===== config.mk =====
export PLATFORM = sky130hd
export DESIGN_NAME = dpp_divider
export DESIGN_NICKNAME = d
export VERILOG_FILES = /design/src/rtl/dpp_divider.sv
export SDC_FILE = /design/constraint.sdc
export NUM_CORES = 2
export LEC_CHECK = 0
export BUFFER_PORTS_ARGS = -buffer_cell sky130_fd_sc_hd__buf_2
export CORE_ASPECT_RATIO = 1.25
export CORE_MARGIN = 2
export CORE_UTILIZATION = 35
export CTS_CLUSTER_DIAMETER = 120
export CTS_CLUSTER_SIZE = 24
export DETAILED_ROUTE_END_ITERATION = 12
export GPL_TIMING_DRIVEN = 0
export SYNTH_ARGS = -nofsm -noshare
export SYNTH_HDL_FRONTEND = slang
export SYNTH_SLANG_ARGS = --single-unit

===== constraint.sdc =====
create_clock -name i_clk -period 6.5 [get_ports i_clk]
set_clock_uncertainty 0.05 [all_clocks]
set_input_delay 0.65 -clock i_clk [delete_from_list [all_inputs] [get_ports i_clk]]
set_output_delay 0.65 -clock i_clk [all_outputs]
set_load 0.02 [all_outputs]

===== src/rtl/dpp_divider.sv =====
// ----------------------------------------------------------------------------
// dpp_divider
// Pipelined restoring divider, one quotient bit per register stage.
// ----------------------------------------------------------------------------
module dpp_divider #(
    parameter int QW = 24,
    parameter int DW = 24,
    parameter int SW = 8
) (
    input  logic          i_clk,
    input  logic          i_rst_n,
    input  logic          i_en,
    input  logic          i_vld,
    input  logic [DW-1:0] i_rem,
    input  logic [QW-1:0] i_low,
    input  logic [DW-1:0] i_div,
    input  logic [SW-1:0] i_side,
    output logic          o_vld,
    output logic [QW-1:0] o_quo,
    output logic [SW-1:0] o_side
);

    logic          r_vld  [QW];
    logic [DW-1:0] r_rem  [QW];
    logic [QW-1:0] r_acc  [QW];
    logic [SW-1:0] r_side [QW];

    logic          w_vld  [QW];
    logic [DW-1:0] w_rem  [QW];
    logic [QW-1:0] w_acc  [QW];
    logic [SW-1:0] w_side [QW];

    logic [DW-1:0] n_rem  [QW];
    logic [QW-1:0] n_acc  [QW];

    genvar k;
    generate
        for (k = 0; k < QW; k++) begin : g_stage
            logic [DW:0] w_shift;
            logic        w_ge;

            // stage input: ports for the first, previous stage otherwise
            if (k == 0) begin : g_first
                assign w_vld[k]  = i_vld;
                assign w_rem[k]  = i_rem;
                assign w_acc[k]  = i_low;
                assign w_side[k] = i_side;
            end else begin : g_next
                assign w_vld[k]  = r_vld[k-1];
                assign w_rem[k]  = r_rem[k-1];
                assign w_acc[k]  = r_acc[k-1];
                assign w_side[k] = r_side[k-1];
            end

            // one trial subtract
            always_comb begin
                w_shift  = {w_rem[k], w_acc[k][QW-1]};
                w_ge     = (w_shift >= {1'b0, i_div});
                n_rem[k] = w_ge ? w_shift[DW-1:0] - i_div : w_shift[DW-1:0];
                n_acc[k] = {w_acc[k][QW-2:0], w_ge};
            end

            always_ff @(posedge i_clk) begin
                if (!i_rst_n) begin
                    r_vld[k] <= 1'b0;
                end else if (i_en) begin
                    r_vld[k] <= w_vld[k];
                end
            end

            always_ff @(posedge i_clk) begin
                if (i_en) begin
                    r_rem[k]  <= n_rem[k];
                    r_acc[k]  <= n_acc[k];
                    r_side[k] <= w_side[k];
                end
            end
        end
    endgenerate

    assign o_vld  = r_vld[QW-1];
    assign o_quo  = r_acc[QW-1];
    assign o_side = r_side[QW-1];

endmodule


==> impl_table.tex <==
\begin{tabular}{lr}
\hline
Metric & Value \\
\hline
\multicolumn{2}{l}{\textbf{Status}} \\
\quad Outcome & finished clean \\
\multicolumn{2}{l}{\textbf{Setup path}} \\
\quad Largest stage delay, worst path & approximately 0.58 ns \\
\quad Cell depth of the worst setup path & 16 \\
\quad CP max stage cell & sky130\_fd\_sc\_hd\_\_clkbuf\_1 \\
\quad R2r worst-path depth & 11 \\
\quad Critical path startpoint & i\_div[1] \\
\quad Critical path required time & between 6 and 7 ns \\
\quad CP top delay family & compound AO/OA/AOI/OAI gates \\
\quad Worst Setup Path Type & in -> reg \\
\quad Worst-path maximum fanout & 15 \\
\quad Start of the worst register-to-register path & r\_rem[2][121]\$\_DFFE\_PP\_ \\
\quad Arrival time of data at the critical path endpoint & around 5.4 ns \\
\quad Critical path endpoint category & register \\
\quad Dominant cell type by count on the critical path & sky130\_fd\_sc\_hd\_\_o21ai\_0 \\
\quad Sequence of cells on the critical path & buf\_4, buf\_16, inv\_2, buf\_12, ha\_1, nor2b\_1, o31ai\_1, a2111oi\_1, o31a\_1, o21ai\_0, a21oi\_1, a31o\_2, a41oi\_2, clkbuf\_1, nand2\_1, o21ai\_0 \\
\quad Element type at the critical path start & primary input \\
\quad Buffers plus inverters on the worst setup path & 5 \\
\multicolumn{2}{l}{\textbf{Detailed routing}} \\
\quad Per-cell via count in the routed design & $\sim$5.3 \\
\quad Total wire length & roughly 170 mm \\
\quad Wire length per cell after detailed routing & between 15 and 20 um \\
\quad DRC violation total after the first TritonRoute iteration & between 2000 and 3000 \\
\quad Post-route DRC violation count & 0 \\
\quad Antenna Violating Nets Remaining & 0 \\
\quad Total via count after detailed routing & about 47000 \\
\quad Length of the first detailed-routing pass in iterations & 5 \\
\multicolumn{2}{l}{\textbf{Floorplan}} \\
\quad Chip height & $\sim$520 um \\
\quad Number of I/O pins & $\sim$120 \\
\quad Initial core utilization & 0.3524 \\
\quad Full die area & 212900 um2 \\
\quad Width of the die & 413.1 um \\
\quad Core Box Area & $\sim$210000 um2 \\
\quad Row Count & between 150 and 200 \\
\multicolumn{2}{l}{\textbf{Layout}} \\
\quad Final non-filler cell area & between 80000 and 90000 um2 \\
\quad Share of final-layout standard cells stronger than drive strength 1 & 0.1097 \\
\quad Net count of the finished layout & $\sim$7000 \\
\quad Synthesis-to-finish area growth & 9.306\% \\
\quad Utilization after layout & 0.3851 \\
\quad Count of non-filler cells in the finished layout & between 8000 and 9000 \\
\multicolumn{2}{l}{\textbf{Global routing}} \\
\quad Number of global-route vias before repair & around 47000 \\
\quad Antenna violations before repair & 3 \\
\quad Global router's overall resource usage & 0.1612 \\
\quad Total congestion overflow & 0 \\
\quad Maximum number of pins on one net before global-route repair & between 150 and 200 \\
\quad Global-route wire length before repair & approximately 270 mm \\
\multicolumn{2}{l}{\textbf{Timing}} \\
\quad Maximum frequency from static timing analysis & 0.1983 GHz \\
\quad Max-slew headroom & 0.1804 \\
\quad Min cycle time layout & 5.044 ns \\
\quad Total count of max-transition violations in the final report & 0 \\
\quad Number of setup violations in the final report & 0 \\
\quad Setup TNS after final layout & 0 ns \\
\quad Worst Max-Slew Pin Slew & between 1 and 1.5 ns \\
\quad Setup repair after global routing missed its margin & no \\
\quad Worst hold margin & $\sim$0.09 ns \\
\quad Final hold violations & 0 \\
\quad Tcrit/Tclk final & 0.7760 \\
\multicolumn{2}{l}{\textbf{Clocking}} \\
\quad Total clock buffers created by CTS & 67 \\
\quad TritonCTS clock tree & yes \\
\quad Number of buffers on the longest clock path & 3 \\
\quad Clk slew on worst S/H paths & 0.10 ns \\
\quad Number of instances resized during post-cts repair & 0 \\
\quad Htree depth & 3 \\
\quad Buffer type at the clock tree root & sky130\_fd\_sc\_hd\_\_clkbuf\_16 \\
\quad Clock latency on the worst-skew pair & just over 0.7 ns \\
\quad Number of clock sinks & between 1000 and 1500 \\
\multicolumn{2}{l}{\textbf{Placed design}} \\
\quad I/O Buffers & roughly 120 \\
\quad Post-detail-place hpwl & 125.7 mm \\
\quad Area of placed instances & between 70000 and 80000 um2 \\
\quad Inst Count DP & about 9000 \\
\quad Final weighted congestion in routability-driven placement & 0.8750 \\
\multicolumn{2}{l}{\textbf{Power and ir drop}} \\
\quad Static Leakage & between 0.03 and 0.04 uW \\
\quad Maximum vdd drop & about 0.00023 V \\
\quad Power density over the cells & a little under 500 nW/um2 \\
\multicolumn{2}{l}{\textbf{Synth}} \\
\quad Synthesized area per cell & 12.45 um2 \\
\quad Synth Cell Area & roughly 73000 um2 \\
\quad Number of synthesized flops with an enable pin & about 1300 \\
\quad Synthesized netlist net count & between 6000 and 7000 \\
\quad Post-synthesis sequential area ratio & 0.5511 \\
\quad Synthesis-stage register bit count & $\sim$1300 \\
\quad Ys flop type & sky130\_fd\_sc\_hd\_\_edfxtp\_1 \\
\quad Number of instances in the synthesized netlist & between 5000 and 6000 \\
\quad Async SR Flop Fraction & 0 \\
\quad Synth warnings & 0 \\
\quad Number of different library cells in the post-synthesis netlist & 92 \\
\multicolumn{2}{l}{\textbf{Min path}} \\
\quad Class of the tightest hold or removal check & in -> reg \\
\quad Startpoint of the worst hold path & i\_side[1] \\
\quad Min-Delay Path Depth & 1 \\
\multicolumn{2}{l}{\textbf{Run}} \\
\quad Reported max-cap violation count & 0 \\
\hline
\end{tabular}
[cells in the mapped netlist (24+ instances only)]
master	number	share of area
sky130_fd_sc_hd__edfxtp_1	1343	0.55
sky130_fd_sc_hd__ha_1	576	0.098
sky130_fd_sc_hd__a21oi_1	460	0.031
sky130_fd_sc_hd__nor2_1	374	0.019
sky130_fd_sc_hd__o21ai_0	321	0.022
sky130_fd_sc_hd__mux2_2	310	0.048
sky130_fd_sc_hd__nand2_1	308	0.016
sky130_fd_sc_hd__xnor2_1	285	0.034
sky130_fd_sc_hd__a21o_1	183	0.019
sky130_fd_sc_hd__inv_1	179	0.0092
sky130_fd_sc_hd__xor2_1	150	0.018
sky130_fd_sc_hd__nand2b_1	99	0.0085
sky130_fd_sc_hd__nand3_1	95	0.0065
sky130_fd_sc_hd__nor3_1	93	0.0064
sky130_fd_sc_hd__nor2b_1	89	0.0076
sky130_fd_sc_hd__o21a_1	89	0.0091
sky130_fd_sc_hd__nand4_1	87	0.0074
sky130_fd_sc_hd__and3_1	67	0.0057
sky130_fd_sc_hd__clkbuf_1	64	0.0033
sky130_fd_sc_hd__a31oi_1	52	0.0044
sky130_fd_sc_hd__o21bai_1	50	0.0051
sky130_fd_sc_hd__a211oi_1	49	0.0050
sky130_fd_sc_hd__or3_1	47	0.0040
sky130_fd_sc_hd__mux2i_1	37	0.0051
sky130_fd_sc_hd__o31ai_1	36	0.0037
sky130_fd_sc_hd__buf_2	35	0.0024
sky130_fd_sc_hd__o31a_1	27	0.0032
sky130_fd_sc_hd__a21boi_0	24	0.0025
[what timing repair did]
action / 4_1_cts / 5_1_grt
setup buffers: 0 / 0
hold buffers: 20 / 0
hold endpoints to repair: 20 / 0
setup endpoints to repair: 0 / 0
[final cells by class]
type	count	area, um2
clock inverter	12	151.4
sequential	1344	40350
clock buffer	74	1724
timing repair buffer	168	1506
inverter	179	671.9
buffer	115	520.5
antenna	1	2.502
multi-input combinational	4241	31670
tap	2740	3428
fill	19880	127700
[where the power goes]
group | switching [uW] | leakage, uW | total (uW) | internal, uW
Sequential | 1290 | 0.0132 | 14300 | 13000
Clock | 2780 | 0.000913 | 4750 | 1980
Combinational | 10700 | 0.0160 | 19500 | 8820
Total | 14800 | 0.0301 | 38600 | 23800
[flip-flops by register name (all words and copies together), names as in the netlist]
signal,count
r_side,192
r_acc,576
r_vld,24
r_rem,552
[worst reg2reg max path, cell delays in order (launching register included)]
cell and delay, ns:
sky130_fd_sc_hd__edfxtp_1 0.42, sky130_fd_sc_hd__ha_1 0.36, sky130_fd_sc_hd__and3_1 0.21, sky130_fd_sc_hd__o21ai_0 0.15
sky130_fd_sc_hd__a31oi_1 0.27, sky130_fd_sc_hd__o31ai_1 0.13, sky130_fd_sc_hd__a21oi_1 0.37, sky130_fd_sc_hd__o311ai_0 0.23
sky130_fd_sc_hd__a21boi_1 0.85, sky130_fd_sc_hd__clkbuf_1 0.53, sky130_fd_sc_hd__buf_2 0.37, sky130_fd_sc_hd__a21oi_1 0.14
[placed cells by master, fill, tap and decap left out, types with 17 or more instances in the layout]
master and instances:
sky130_fd_sc_hd__and3_1 67, sky130_fd_sc_hd__clkbuf_16 68, sky130_fd_sc_hd__o211ai_1 22, sky130_fd_sc_hd__ha_1 576
sky130_fd_sc_hd__a21boi_0 24, sky130_fd_sc_hd__nand3_1 95, sky130_fd_sc_hd__xnor2_1 285, sky130_fd_sc_hd__nand2_1 308
sky130_fd_sc_hd__or3_1 47, sky130_fd_sc_hd__fa_1 23, sky130_fd_sc_hd__or2_2 20, sky130_fd_sc_hd__xor2_1 150
sky130_fd_sc_hd__o21bai_1 50, sky130_fd_sc_hd__nor2_1 374, sky130_fd_sc_hd__nor2b_1 89, sky130_fd_sc_hd__mux2i_1 37
sky130_fd_sc_hd__mux2_2 310, sky130_fd_sc_hd__a211oi_1 49, sky130_fd_sc_hd__nor4_1 17, sky130_fd_sc_hd__nand4_1 87
sky130_fd_sc_hd__o31ai_1 36, sky130_fd_sc_hd__o31a_1 27, sky130_fd_sc_hd__a21o_1 183, sky130_fd_sc_hd__o21a_1 89
sky130_fd_sc_hd__clkbuf_1 70, sky130_fd_sc_hd__edfxtp_1 1343, sky130_fd_sc_hd__a31oi_1 52, sky130_fd_sc_hd__buf_2 149
sky130_fd_sc_hd__nor3_1 93, sky130_fd_sc_hd__nand2b_1 99, sky130_fd_sc_hd__inv_2 23, sky130_fd_sc_hd__inv_1 156
sky130_fd_sc_hd__o21ai_0 321, sky130_fd_sc_hd__dlygate4sd3_1 20, sky130_fd_sc_hd__a21oi_1 460, sky130_fd_sc_hd__and2_1 18
sky130_fd_sc_hd__buf_12 24
[path summary, 6_finish.rpt]
kind / slack (ns) / to
worst max register to register: 2.11 / r_rem[2][159]$_DFFE_PP_
worst min register to register: 0.35 / r_acc[1][77]$_DFFE_PP_
worst min-delay path: 0.09 / r_side[0][1]$_DFFE_PP_
worst max-delay path: 1.46 / r_rem[1][86]$_DFFE_PP_
[per-layer routing]
metal | part of all wire | track usage | vias up
li1 | - | - | 22930
met1 | 0.43 | 0.2036 | 22950
met2 | 0.50 | 0.2850 | 878
met3 | 0.032 | 0.01555 | 265
met4 | 0.034 | 0.05798 | 0
met5 | 0 | 0 | -
[cells by family (layout without fill, tap and decap cells)]
family	Yosys count	in the layout	synth area share
compound gates	1497	1497	0.1316
simple gates	1362	1362	0.09121
flops	1344	1344	0.5511
fa+ha+maj	599	599	0.1047
xor+xnor	435	435	0.05204
mux	348	348	0.05295
buf+inv	294	548	0.01629
other cells	0	1	0
[per-stage QoR]
stage               setup WS, ns  power (uW)
floorplan                  2.379       28850
global placement          -17.11       33940
detailed placement        0.7031       33890
CTS                        1.490       38910
global route               1.125       41510
finish                     1.456       38600
(Power assumes the default switching activity.)
